### config.mk
export PLATFORM = sky130hd
export DESIGN_NAME = sync_async_weighted_dispatcher_top_flat
export DESIGN_NICKNAME = d
export VERILOG_FILES = /design/src/sv/sawd_pkg.sv /design/src/sv/sawd_if.sv /design/src/sv/sawd_queue.sv /design/src/sv/sawd_sched.sv /design/src/sv/sawd_cfg.sv /design/src/sv/sync_async_weighted_dispatcher_top.sv /design/src/flat_wrapper.sv
export VERILOG_INCLUDE_DIRS = /design/src /design/src/sv
export SDC_FILE = /design/constraint.sdc
export NUM_CORES = 2
export LEC_CHECK = 0
export BUFFER_PORTS_ARGS = -buffer_cell sky130_fd_sc_hd__buf_2
export CORE_AREA = 8 8 424 426
export DETAILED_ROUTE_END_ITERATION = 10
export DIE_AREA = 0 0 432 434
export GPL_ROUTABILITY_DRIVEN = 0
export PLACE_DENSITY = 0.63
export REMOVE_ABC_BUFFERS = 1
export SLEW_MARGIN = 20
export SYNTH_ARGS = -nofsm -noshare
export SYNTH_HDL_FRONTEND = slang
export SYNTH_SLANG_ARGS = --single-unit
### constraint.sdc
create_clock -name clk -period 11.73 [get_ports clk]
set_input_delay 2.346 -clock clk [delete_from_list [all_inputs] [get_ports clk]]
set_output_delay 2.346 -clock clk [all_outputs]
set_load 0.1 [all_outputs]
### src/sv/sync_async_weighted_dispatcher_top_defines.svh
// ----------------------------------------------------------------------------
// Dispatcher assertion macros
// Shared concurrent assertion forms for the dispatcher modules.
// ----------------------------------------------------------------------------
`ifndef SYNC_ASYNC_WEIGHTED_DISPATCHER_TOP_DEFINES_SVH
`define SYNC_ASYNC_WEIGHTED_DISPATCHER_TOP_DEFINES_SVH

// Same-cycle implication, checked while out of reset.
`define SAWD_ASSERT_NOW(label, ante, cons, msg) \
  label: assert property (@(posedge clk) disable iff (!rst_n) (ante) |-> (cons)) \
    else $error(msg);

// Next-cycle implication, checked while out of reset.
`define SAWD_ASSERT_NEXT(label, ante, cons, msg) \
  label: assert property (@(posedge clk) disable iff (!rst_n) (ante) |=> (cons)) \
    else $error(msg);

`endif

### src/sv/sawd_pkg.sv
// ----------------------------------------------------------------------------
// sawd_pkg
// Types, codes and defaults shared by the weighted dispatcher modules.
// ----------------------------------------------------------------------------
package sawd_pkg;

  localparam int DEF_QUEUE_DEPTH = 64;
  localparam int DEF_TAG_WIDTH   = 16;

  localparam int PORT_TAG_W = 16;
  localparam int CFG_DATA_W = 32;
  localparam int CFG_ADDR_W = 3;
  localparam int CNT_W      = 8;

  localparam logic [CNT_W-1:0] RESET_SYNC_QUOTA  = 8'd8;
  localparam logic [CNT_W-1:0] RESET_BATCH_LIMIT = 8'd4;

  localparam logic ACT_INSERT   = 1'b0;
  localparam logic ACT_DISPATCH = 1'b1;

  localparam logic REG_SYNC_QUOTA  = 1'b0;
  localparam logic REG_BATCH_LIMIT = 1'b1;

  typedef enum logic [1:0] {
    ST_INSERTED   = 2'd0,
    ST_DISPATCHED = 2'd1,
    ST_EMPTY      = 2'd2,
    ST_DROPPED    = 2'd3
  } status_t;

  typedef enum logic {
    S_IDLE,
    S_RESULT
  } state_t;

  typedef struct packed {
    logic [CNT_W-1:0] sync_quota;
    logic [CNT_W-1:0] batch_limit;
  } cfg_t;

  typedef struct packed {
    logic push;
    logic pop;
    logic at_head;
  } q_cmd_t;

  typedef struct packed {
    logic empty;
    logic full;
  } q_stat_t;

  typedef struct packed {
    status_t status;
    logic    from_sync;
  } res_t;

endpackage

### src/sv/sawd_if.sv
// ----------------------------------------------------------------------------
// sawd_in_if / sawd_out_if
// Valid/ready channels for dispatcher requests and results.
// ----------------------------------------------------------------------------
interface sawd_in_if import sawd_pkg::*; ();
  logic                  valid;
  logic                  ready;
  logic                  action;
  logic [PORT_TAG_W-1:0] request_tag;
  logic                  is_sync;
  logic                  at_head;

  modport source (output valid, action, request_tag, is_sync, at_head, input ready);
  modport sink   (input valid, action, request_tag, is_sync, at_head, output ready);
endinterface

interface sawd_out_if import sawd_pkg::*; ();
  logic                  valid;
  logic                  ready;
  status_t               status;
  logic [PORT_TAG_W-1:0] out_tag;
  logic                  out_sync;

  modport source (output valid, status, out_tag, out_sync, input ready);
  modport sink   (input valid, status, out_tag, out_sync, output ready);
endinterface

### src/sv/sawd_queue.sv
// ----------------------------------------------------------------------------
// sawd_queue
// Circular deque of tags in a one-port-read synchronous memory.
// ----------------------------------------------------------------------------
`include "sync_async_weighted_dispatcher_top_defines.svh"

module sawd_queue import sawd_pkg::*; #(
  parameter int DEPTH = DEF_QUEUE_DEPTH,
  parameter int TAG_W = DEF_TAG_WIDTH
) (
  input  logic             clk,
  input  logic             rst_n,
  input  q_cmd_t           cmd,
  input  logic [TAG_W-1:0] wr_tag,
  output q_stat_t          stat,
  output logic [TAG_W-1:0] rd_tag
);

  localparam int IW = (DEPTH > 1) ? $clog2(DEPTH) : 1;
  localparam int FW = $clog2(DEPTH + 1);
  localparam int SW = $clog2(2 * DEPTH);

  logic [TAG_W-1:0] mem [DEPTH];
  logic [TAG_W-1:0] rd_r;

  logic [IW-1:0] front_r, front_nxt;
  logic [FW-1:0] fill_r, fill_nxt;

  logic [IW-1:0] front_dec, front_inc, tail_idx, wr_idx;
  logic [SW-1:0] tail_sum;

  always_comb begin
    front_dec = (front_r == '0) ? IW'(DEPTH - 1) : front_r - IW'(1);
    front_inc = (front_r == IW'(DEPTH - 1)) ? '0 : front_r + IW'(1);
    // front + fill stays below twice the depth: one compare and subtract
    tail_sum  = SW'(front_r) + SW'(fill_r);
    if (tail_sum >= SW'(DEPTH)) begin
      tail_sum = tail_sum - SW'(DEPTH);
    end
    tail_idx  = tail_sum[IW-1:0];
    wr_idx    = cmd.at_head ? front_dec : tail_idx;
  end

  always_comb begin
    front_nxt = front_r;
    fill_nxt  = fill_r;
    if (cmd.push) begin
      fill_nxt = fill_r + FW'(1);
      if (cmd.at_head) begin
        front_nxt = front_dec;
      end
    end else if (cmd.pop) begin
      fill_nxt  = fill_r - FW'(1);
      front_nxt = front_inc;
    end
  end

  always_ff @(posedge clk) begin
    if (cmd.push) begin
      mem[wr_idx] <= wr_tag;
    end
    if (cmd.pop) begin
      rd_r <= mem[front_r];
    end
  end

  always_ff @(posedge clk) begin
    if (!rst_n) begin
      front_r <= '0;
      fill_r  <= '0;
    end else begin
      front_r <= front_nxt;
      fill_r  <= fill_nxt;
    end
  end

  assign stat.empty = (fill_r == '0);
  assign stat.full  = (fill_r == FW'(DEPTH));
  assign rd_tag     = rd_r;

  `SAWD_ASSERT_NOW(a_no_pop_empty, cmd.pop, fill_r != '0, "pop from empty queue")
  `SAWD_ASSERT_NOW(a_no_push_full, cmd.push, !stat.full && !cmd.pop, "push into full queue")
  `SAWD_ASSERT_NEXT(a_pop_count, cmd.pop, fill_r == $past(fill_r) - FW'(1), "pop count slip")

endmodule

### src/sv/sawd_sched.sv
// ----------------------------------------------------------------------------
// sawd_sched
// Weighted round-robin choice between the sync and async queues.
// ----------------------------------------------------------------------------
module sawd_sched import sawd_pkg::*; (
  input  logic    clk,
  input  logic    rst_n,
  input  logic    fire,
  input  logic    action,
  input  logic    is_sync,
  input  logic    at_head,
  input  cfg_t    cfg,
  input  q_stat_t sync_stat,
  input  q_stat_t async_stat,
  output q_cmd_t  sync_cmd,
  output q_cmd_t  async_cmd,
  output res_t    res
);

  logic [CNT_W-1:0] batch_done_r, batch_done_nxt;
  logic [CNT_W-1:0] sync_served_r, sync_served_nxt;
  logic             async_due_r, async_due_nxt;

  logic             clr;
  logic [CNT_W-1:0] bd_base, ss_base, ss_inc;
  logic             due_base, tgt_full;

  always_comb begin
    clr      = (batch_done_r >= cfg.batch_limit);
    bd_base  = clr ? '0 : batch_done_r;
    ss_base  = clr ? '0 : sync_served_r;
    due_base = clr ? 1'b0 : async_due_r;
    ss_inc   = ss_base + CNT_W'(1);
    tgt_full = is_sync ? sync_stat.full : async_stat.full;
  end

  always_comb begin
    sync_cmd        = '0;
    async_cmd       = '0;
    res.status      = ST_INSERTED;
    res.from_sync   = 1'b0;
    batch_done_nxt  = batch_done_r;
    sync_served_nxt = sync_served_r;
    async_due_nxt   = async_due_r;
    if (fire) begin
      priority if (action == ACT_INSERT) begin
        if (tgt_full) begin
          res.status = ST_DROPPED;
        end else begin
          sync_cmd.push     = is_sync;
          async_cmd.push    = !is_sync;
          sync_cmd.at_head  = at_head;
          async_cmd.at_head = at_head;
        end
      end else if (sync_stat.empty && async_stat.empty) begin
        res.status      = ST_EMPTY;
        batch_done_nxt  = '0;
        sync_served_nxt = '0;
        async_due_nxt   = 1'b0;
      end else begin
        res.status = ST_DISPATCHED;
        // serve async when due, else sync, else fall back to async
        if ((due_base && !async_stat.empty) || sync_stat.empty) begin
          async_cmd.pop   = 1'b1;
          batch_done_nxt  = bd_base + CNT_W'(1);
          sync_served_nxt = '0;
          async_due_nxt   = 1'b0;
        end else begin
          sync_cmd.pop    = 1'b1;
          res.from_sync   = 1'b1;
          batch_done_nxt  = bd_base;
          sync_served_nxt = ss_inc;
          async_due_nxt   = (ss_inc >= cfg.sync_quota);
        end
      end
    end
  end

  always_ff @(posedge clk) begin
    if (!rst_n) begin
      batch_done_r  <= '0;
      sync_served_r <= '0;
      async_due_r   <= 1'b0;
    end else begin
      batch_done_r  <= batch_done_nxt;
      sync_served_r <= sync_served_nxt;
      async_due_r   <= async_due_nxt;
    end
  end

endmodule

### src/sv/sawd_cfg.sv
// ----------------------------------------------------------------------------
// sawd_cfg
// APB-style register file for the sync quota and the batch limit.
// ----------------------------------------------------------------------------
module sawd_cfg import sawd_pkg::*; (
  input  logic                  clk,
  input  logic                  rst_n,
  input  logic                  psel,
  input  logic                  penable,
  input  logic                  pwrite,
  input  logic [CFG_ADDR_W-1:0] paddr,
  input  logic [CFG_DATA_W-1:0] pwdata,
  output logic [CFG_DATA_W-1:0] prdata,
  output logic                  pready,
  output cfg_t                  cfg
);

  logic [CNT_W-1:0] sync_quota_r, sync_quota_nxt;
  logic [CNT_W-1:0] batch_limit_r, batch_limit_nxt;
  logic             wr_en;
  logic             reg_sel;
  logic [CNT_W-1:0] wdata;

  assign pready  = 1'b1;
  assign wr_en   = psel && penable && pwrite;
  assign reg_sel = paddr[CFG_ADDR_W-1];
  assign wdata   = pwdata[CNT_W-1:0];

  always_comb begin
    sync_quota_nxt  = sync_quota_r;
    batch_limit_nxt = batch_limit_r;
    if (wr_en) begin
      unique case (reg_sel)
        REG_SYNC_QUOTA:  sync_quota_nxt = wdata;
        // store zero as one
        REG_BATCH_LIMIT: batch_limit_nxt = (wdata == '0) ? CNT_W'(1) : wdata;
        default: ;
      endcase
    end
  end

  always_ff @(posedge clk) begin
    if (!rst_n) begin
      sync_quota_r  <= RESET_SYNC_QUOTA;
      batch_limit_r <= RESET_BATCH_LIMIT;
    end else begin
      sync_quota_r  <= sync_quota_nxt;
      batch_limit_r <= batch_limit_nxt;
    end
  end

  always_comb begin
    unique case (reg_sel)
      REG_SYNC_QUOTA:  prdata = CFG_DATA_W'(sync_quota_r);
      REG_BATCH_LIMIT: prdata = CFG_DATA_W'(batch_limit_r);
      default:         prdata = '0;
    endcase
  end

  assign cfg.sync_quota  = sync_quota_r;
  assign cfg.batch_limit = batch_limit_r;

endmodule

### src/sv/sync_async_weighted_dispatcher_top.sv
// ----------------------------------------------------------------------------
// sync_async_weighted_dispatcher_top
// Two-class weighted round-robin dispatcher over sync and async tag deques.
// ----------------------------------------------------------------------------
//  channel  direction  handshake       payload
//  in_ch    in         valid/ready     action, request_tag, is_sync, at_head
//  out_ch   out        valid/ready     status, out_tag, out_sync
//  cfg_*    in         APB write/read  sync quota @0x0, batch limit @0x4
//
//  Each item has an accept cycle and a result cycle: the accept cycle reads
//  or writes one queue memory entry and updates pointers and counters; the
//  result cycle moves the registered memory read data into the output register.
//  A result that is not taken holds the block in its result cycle.
//  Reset clears pointers, fill counts and counters; no clearing pass runs.
// ----------------------------------------------------------------------------
`include "sync_async_weighted_dispatcher_top_defines.svh"

module sync_async_weighted_dispatcher_top import sawd_pkg::*; #(
  parameter int QUEUE_DEPTH = DEF_QUEUE_DEPTH,
  parameter int TAG_WIDTH   = DEF_TAG_WIDTH
) (
  input  logic                  clk,
  input  logic                  rst_n,
  sawd_in_if.sink               in_ch,
  sawd_out_if.source            out_ch,
  input  logic                  cfg_psel,
  input  logic                  cfg_penable,
  input  logic                  cfg_pwrite,
  input  logic [CFG_ADDR_W-1:0] cfg_paddr,
  input  logic [CFG_DATA_W-1:0] cfg_pwdata,
  output logic [CFG_DATA_W-1:0] cfg_prdata,
  output logic                  cfg_pready
);

  state_t state_r, state_nxt;

  cfg_t    cfg;
  q_cmd_t  sync_cmd, async_cmd;
  q_stat_t sync_stat, async_stat;
  res_t    res, pend_r;

  logic [TAG_WIDTH-1:0] wr_tag, sync_rd, async_rd, sel_rd;
  logic [63:0]          in_tag_ext, rd_ext;

  logic                  fire, out_free, load_out;
  logic                  sync_busy, async_busy;
  logic                  out_valid_r, out_valid_nxt;
  status_t               out_status_r;
  logic [PORT_TAG_W-1:0] out_tag_r, res_tag;
  logic                  out_sync_r;

  assign fire     = in_ch.valid && in_ch.ready;
  assign out_free = !out_valid_r || out_ch.ready;

  assign in_tag_ext = 64'(in_ch.request_tag);
  assign wr_tag     = in_tag_ext[TAG_WIDTH-1:0];

  sawd_cfg u_cfg (
    .clk     (clk),
    .rst_n   (rst_n),
    .psel    (cfg_psel),
    .penable (cfg_penable),
    .pwrite  (cfg_pwrite),
    .paddr   (cfg_paddr),
    .pwdata  (cfg_pwdata),
    .prdata  (cfg_prdata),
    .pready  (cfg_pready),
    .cfg     (cfg)
  );

  sawd_sched u_sched (
    .clk        (clk),
    .rst_n      (rst_n),
    .fire       (fire),
    .action     (in_ch.action),
    .is_sync    (in_ch.is_sync),
    .at_head    (in_ch.at_head),
    .cfg        (cfg),
    .sync_stat  (sync_stat),
    .async_stat (async_stat),
    .sync_cmd   (sync_cmd),
    .async_cmd  (async_cmd),
    .res        (res)
  );

  sawd_queue #(.DEPTH(QUEUE_DEPTH), .TAG_W(TAG_WIDTH)) u_sync_q (
    .clk    (clk),
    .rst_n  (rst_n),
    .cmd    (sync_cmd),
    .wr_tag (wr_tag),
    .stat   (sync_stat),
    .rd_tag (sync_rd)
  );

  sawd_queue #(.DEPTH(QUEUE_DEPTH), .TAG_W(TAG_WIDTH)) u_async_q (
    .clk    (clk),
    .rst_n  (rst_n),
    .cmd    (async_cmd),
    .wr_tag (wr_tag),
    .stat   (async_stat),
    .rd_tag (async_rd)
  );

  // next state
  always_comb begin
    state_nxt = state_r;
    unique case (state_r)
      S_IDLE:   if (fire) state_nxt = S_RESULT;
      S_RESULT: if (out_free) state_nxt = S_IDLE;
      default:  state_nxt = S_IDLE;
    endcase
  end

  // outputs of the state machine
  always_comb begin
    in_ch.ready = 1'b0;
    load_out    = 1'b0;
    unique case (state_r)
      S_IDLE:   in_ch.ready = 1'b1;
      S_RESULT: load_out = out_free;
      default:  ;
    endcase
  end

  always_comb begin
    sel_rd  = pend_r.from_sync ? sync_rd : async_rd;
    rd_ext  = 64'(sel_rd);
    res_tag = (pend_r.status == ST_DISPATCHED) ? rd_ext[PORT_TAG_W-1:0] : '0;
  end

  always_comb begin
    out_valid_nxt = out_valid_r;
    if (load_out) begin
      out_valid_nxt = 1'b1;
    end else if (out_ch.ready) begin
      out_valid_nxt = 1'b0;
    end
  end

  always_ff @(posedge clk) begin
    if (!rst_n) begin
      state_r     <= S_IDLE;
      out_valid_r <= 1'b0;
    end else begin
      state_r     <= state_nxt;
      out_valid_r <= out_valid_nxt;
    end
  end

  // hold the decision until the read data lands
  always_ff @(posedge clk) begin
    if (fire) begin
      pend_r <= res;
    end
    if (load_out) begin
      out_status_r <= pend_r.status;
      out_tag_r    <= res_tag;
      out_sync_r   <= pend_r.from_sync && (pend_r.status == ST_DISPATCHED);
    end
  end

  assign out_ch.valid    = out_valid_r;
  assign out_ch.status   = out_status_r;
  assign out_ch.out_tag  = out_tag_r;
  assign out_ch.out_sync = out_sync_r;

  assign sync_busy  = sync_cmd.push || sync_cmd.pop;
  assign async_busy = async_cmd.push || async_cmd.pop;

  `SAWD_ASSERT_NEXT(a_fire_to_result, fire, state_r == S_RESULT, "accept did not enter result")
  `SAWD_ASSERT_NEXT(a_load_valid, load_out, out_valid_r, "loaded result not presented")
  `SAWD_ASSERT_NOW(a_one_queue_op, fire, !(sync_busy && async_busy), "both queues driven")

endmodule
### src/flat_wrapper.sv
// flat-port wrapper written by rule: the top's interface ports become plain ports
module sync_async_weighted_dispatcher_top_flat import sawd_pkg::*;
#(
  parameter int QUEUE_DEPTH = DEF_QUEUE_DEPTH,
  parameter int TAG_WIDTH   = DEF_TAG_WIDTH
)
  (clk, rst_n, cfg_psel, cfg_penable, cfg_pwrite, cfg_paddr, cfg_pwdata, cfg_prdata, cfg_pready, in_ch_valid, in_ch_action, in_ch_request_tag, in_ch_is_sync, in_ch_at_head, in_ch_ready, out_ch_valid, out_ch_status, out_ch_out_tag, out_ch_out_sync, out_ch_ready);
  sawd_in_if in_ch_i ();
  sawd_out_if out_ch_i ();
  input  logic clk;
  input  logic rst_n;
  input  logic cfg_psel;
  input  logic cfg_penable;
  input  logic cfg_pwrite;
  input  logic [CFG_ADDR_W-1:0] cfg_paddr;
  input  logic [CFG_DATA_W-1:0] cfg_pwdata;
  output logic [CFG_DATA_W-1:0] cfg_prdata;
  output logic cfg_pready;
  input wire logic [$bits(in_ch_i.valid)-1:0] in_ch_valid;
  input wire logic [$bits(in_ch_i.action)-1:0] in_ch_action;
  input wire logic [$bits(in_ch_i.request_tag)-1:0] in_ch_request_tag;
  input wire logic [$bits(in_ch_i.is_sync)-1:0] in_ch_is_sync;
  input wire logic [$bits(in_ch_i.at_head)-1:0] in_ch_at_head;
  output wire logic [$bits(in_ch_i.ready)-1:0] in_ch_ready;
  output wire logic [$bits(out_ch_i.valid)-1:0] out_ch_valid;
  output wire logic [$bits(out_ch_i.status)-1:0] out_ch_status;
  output wire logic [$bits(out_ch_i.out_tag)-1:0] out_ch_out_tag;
  output wire logic [$bits(out_ch_i.out_sync)-1:0] out_ch_out_sync;
  input wire logic [$bits(out_ch_i.ready)-1:0] out_ch_ready;
  assign in_ch_i.valid = in_ch_valid;
  assign in_ch_i.action = in_ch_action;
  assign in_ch_i.request_tag = in_ch_request_tag;
  assign in_ch_i.is_sync = in_ch_is_sync;
  assign in_ch_i.at_head = in_ch_at_head;
  assign in_ch_ready = in_ch_i.ready;
  assign out_ch_valid = out_ch_i.valid;
  assign out_ch_status = out_ch_i.status;
  assign out_ch_out_tag = out_ch_i.out_tag;
  assign out_ch_out_sync = out_ch_i.out_sync;
  assign out_ch_i.ready = out_ch_ready;
  sync_async_weighted_dispatcher_top #(.QUEUE_DEPTH(QUEUE_DEPTH), .TAG_WIDTH(TAG_WIDTH)) u_core (.clk(clk), .rst_n(rst_n), .in_ch(in_ch_i), .out_ch(out_ch_i), .cfg_psel(cfg_psel), .cfg_penable(cfg_penable), .cfg_pwrite(cfg_pwrite), .cfg_paddr(cfg_paddr), .cfg_pwdata(cfg_pwdata), .cfg_prdata(cfg_prdata), .cfg_pready(cfg_pready));
endmodule
==> qor_table.md <==
| Quantity | Value | Unit |
|:---|:---|:---|
| Pin count of the biggest net entering global routing | 113 | - |
| Switching Share | 0.2516 | - |
| Cell breakdown of the critical path | buf_2, nand4bb_1, a31oi_1, nand2_1, buf_4, nor4_1, o21ai_1, nor2_1, buf_4 | - |
| # Max-Cap Violations | 0 | - |
| Worst clock skew on the final layout | 0.03556 | ns |
| Buffers on Ports | 63 | - |
| Slowest cell on the critical path | nor2_1 | - |
| Worst path bufs/invs | 3 | - |
| Fin crit period | 5.801 | ns |
| Internal power consumption | 13.01 | mW |
| Worst vdd ir | 0.1387 | mV |
| Total wirelength of the detailed-routed design | 210.9 | mm |
| Area of all placed cells without fillers | 0.09593 | sq mm |
| Leakage power | 29.52 | nW |
| # Post-CTS Setup Buffers | 0 | - |
| Async SR Flop Fraction | 0 | - |
| Clock buffer count from CTS | 208 | - |
| Clock-pin slew of the registers on the worst-case setup and hold paths | 0.06 | ns |
| Clock network power share | 0.367 | - |
| Setup violators final | 0 | - |
| Mapped Area | 0.08585 | sq mm |
| Count of nets after finishing | 4592 | - |
| Final clock period utilization by the worst path | 0.4946 | - |
| Remaining design rule violation count | 0 | - |
| Arrival time at the worst endpoint | 6.34 | ns |
| Dpl hpwl | 124.9 | mm |
| Maximum buffer depth of the clock tree | 3 | - |
| Number of cell rows | 153 | - |
| Antenna violations before repair | 8 | - |
| Gate family responsible for the most delay along the worst path | simple AND/OR/NAND/NOR gates | - |
| Worst-path maximum fanout | 26 | - |
| Total number of clock tree sinks | 2163 | - |
| Cell repeated most along the worst path | buf_4 | - |
| Fill count | 12990 | - |
| Setup Total Neg Slack | 0 | ns |
| Aggregate global routing overflow | 0 | - |
| Quantity of gates resized following cts | 0 | - |
| Delay of the slowest cell on the worst path | 0.87 | ns |
| Worst min-delay path class | flop to flop | - |
| Die Y | 434 | um |
| Leading cell types in the layout, fill and taps excluded | 2102 x edfxtp_1, 513 x mux4_2, 212 x clkbuf_16, 204 x buf_4, 193 x nor2_1 | - |
| Endpoint kind of the worst setup timing path | flop | - |
| CTS tree | built | - |
| Via count of the first global-routing pass | 43050 | - |
| Synthesized area divided by synthesized cell count | 20.20 | sq um |
| Post-layout total power | 17.39 | mW |
| Synthesis-to-finish area growth | 11.74 | % |
| Slew Limit Fails | 0 | - |
| Width of the die | 432 | um |
| Kind of critical path | primary input to flop | - |
| Number of routed nets with antenna violations | 0 | - |
| Count of endpoints failing hold in the final timing report | 0 | - |
| Sequential-to-total area share from yosys stat | 0.7495 | - |
| Via count normalized by instance count | 6.213 | - |
| Drt initial violations | 5457 | - |
| Floorplan Core Area | 0.1729 | sq mm |
| GRT Resource Usage Total | 0.2218 | - |
| Number of top-level pins | 115 | - |
| Total via count after detailed routing | 43410 | - |
| First-pass GRT wire length | 303.5 | mm |
| Power density cells | 181.3 | mW/mm^2 |
| Slew at the pin closest to its max-slew limit | 1.174 | ns |
| Latest clock arrival within the worst-skew pair | 0.85 | ns |
| Synth Instances | 4250 | - |
| Drt wl/cell | 30.19 | um |
| Length of the first detailed-routing pass in iterations | 6 | - |
| Proportion of power drawn by combinational gates | 0.134 | - |
| Relative slew slack | 0.2118 | - |
| Switching power | 4.374 | mW |
| Proportion of power drawn by flip-flops and latches | 0.499 | - |
| Number of buffers inserted by hold repair at cts | 0 | - |
| Utilization of the core after routing | 0.5549 | - |
| Startpoint Class | primary input | - |
| Achievable frequency | 172.4 | MHz |
| Full die area | 0.1875 | sq mm |
| Yosys warning total | 0 | - |
| Effective utilization at floorplan | 0.4966 | - |
| Cell Count Post-Placement | 6597 | - |
| Flops & latches, synth | 2163 | - |
| Layout cell share with drive strength beyond 1 | 0.2494 | - |
| Count of flip-flops with a built-in enable after synthesis | 2102 | - |
| CP Data Required Time | 12.27 | ns |
| Leading cell type in the layout, fill and taps excluded | edfxtp_1 | - |
| Post-detailed-placement cell area | 0.08944 | sq mm |
| Synth unique cells | 100 | - |
| Status | finished clean | - |
| Unrepaired setup endpoints after global routing | no | - |
| Maximum level of the CTS H-tree | 4 | - |
| CTS Root Cell | clkbuf_16 | - |
| Number of non-filler instances in the completed layout | 6988 | - |
| Primary flip-flop cell chosen by synthesis mapping | edfxtp_1 | - |
-- worst min-delay path, cell delays in order (launching register included) --
cell,delay [ns]
dfxtp_1,0.31
nand2_1,0.05
a21oi_1,0.05
-- sequential cells by signal, indices dropped and copies added, names as in the netlist --
signal / flops
u_core.u_cfg.batch_limit_r: 8
u_core.out_ch.out_sync: 1
u_core.u_async_q.rd_tag: 16
u_core.u_sync_q.mem: 1024
u_core.u_sync_q.front_r: 6
u_core.pend_r: 3
u_core.u_async_q.mem: 1024
u_core.u_async_q.front_r: 6
u_core.u_sync_q.fill_r: 7
u_core.u_sched.batch_done_r: 8
u_core.out_ch.valid: 1
u_core.state_r: 1
u_core.u_sched.async_due_r: 1
u_core.out_ch.out_tag: 16
u_core.out_ch.status: 2
u_core.u_cfg.sync_quota_r: 8
u_core.u_sync_q.rd_tag: 16
u_core.u_sched.sync_served_r: 8
u_core.u_async_q.fill_r: 7
-- power by group through the flow --
stage / Clock [mW] / Combinational, mW / Sequential (mW)
5_1_grt: 6.77 / 2.45 / 8.68
4_1_cts: 6.48 / 2.33 / 8.68
2_1_floorplan: 0 / 1.58 / 9.04
3_3_place_gp: 0 / 2.31 / 8.84
3_5_place_dp: 0 / 2.33 / 8.84
6_report: 6.39 / 2.32 / 8.68
-- Yosys cell counts (8+ instances only) --
master,count,share of area
a211oi_1,12,0.0010
a21o_1,14,0.0012
a21oi_1,110,0.0064
a221oi_1,40,0.0041
a22o_1,30,0.0031
a22oi_1,88,0.0077
a31oi_1,18,0.0013
and2_1,18,0.0013
and3_1,11,0.00080
buf_1,18,0.00079
buf_2,58,0.0034
buf_4,63,0.0055
buf_6,15,0.0020
clkbuf_1,100,0.0044
dfxtp_1,61,0.014
edfxtp_1,2102,0.74
ha_1,44,0.0064
inv_1,28,0.0012
mux2i_1,84,0.0098
mux4_2,513,0.13
nand2_1,118,0.0052
nand2b_1,15,0.0011
nand3_1,39,0.0023
nand4_1,14,0.0010
nor2_1,204,0.0089
nor2b_1,32,0.0023
nor3_1,49,0.0029
nor3b_1,8,0.00070
nor4_1,17,0.0012
o211ai_1,13,0.0011
o21ai_0,71,0.0041
o21ai_1,23,0.0013
o221ai_1,9,0.00092
o22ai_1,22,0.0016
or3_1,11,0.00080
xnor2_1,13,0.0013
xor2_1,14,0.0014
-- metal layers --
metal	GRT usage	vias to the layer above	wire length, um
li1	-	18180	-
met1	0.3241	23120	88910
met2	0.3491	1815	100300
met3	0.03499	292	16180
met4	0.06651	0	5591
met5	0	-	0
-- worst paths after layout --
| path | slack, ns | depth (start not counted) | to | startpoint |
|---|---|---|---|---|
| hold reg to reg | 0.45 | 2 | u_core.u_cfg.sync_quota_r[5]$_SDFFE_PN0P_ | u_core.u_cfg.sync_quota_r[5]$_SDFFE_PN0P_ |
| setup / recovery | 5.93 | 9 | u_core.u_async_q.mem[23][12]$_DFFE_PP_ | in_ch_action |
| setup reg to reg | 6.52 | 7 | u_core.u_sync_q.rd_tag[14]$_DFFE_PP_ | u_core.u_sync_q.front_r[1]$_SDFFE_PN0P_ |
| hold / removal | 0.45 | 2 | u_core.u_cfg.sync_quota_r[5]$_SDFFE_PN0P_ | u_core.u_cfg.sync_quota_r[5]$_SDFFE_PN0P_ |
-- through the flow --
stage / worst slack (ns) / hold slack [ns]
6_report: 5.929 / 0.4548
5_1_grt: 5.736 / 0.4757
4_1_cts: 6.053 / 0.4561
3_5_place_dp: 5.137 / 0.4479
3_3_place_gp: 5.191 / 0.4469
2_1_floorplan: -2.267 / 0.4168
-- layout make-up --
class                           instances  area, sq um  area share
Clock inverter                        121        892.1    0.009300
Clock buffer                          262         5573     0.05810
Timing Repair Buffer                  255         1829     0.01907
Multi-Input combinational cell       1820        20200      0.2106
Inverter                               35        133.9    0.001396
Sequential cell                      2163        64370      0.6710
Antenna cell                            7        17.52   0.0001826
Tap cell                             2325         2909     0.03033
-- logic make-up after synthesis --
family | Yosys count | share of synthesized area
AO/OA/AOI/OAI | 543 | 0.04460
other | 2 | 0.00008748
AND/OR/NAND/NOR | 575 | 0.03292
adder cells (fa/ha/maj) | 48 | 0.007346
flip-flops | 2163 | 0.7495
XOR/XNOR | 27 | 0.002755
buffers and inverters | 290 | 0.01775
multiplexers | 602 | 0.1450
No activity file was read; power rests on OpenSTA's default activity.
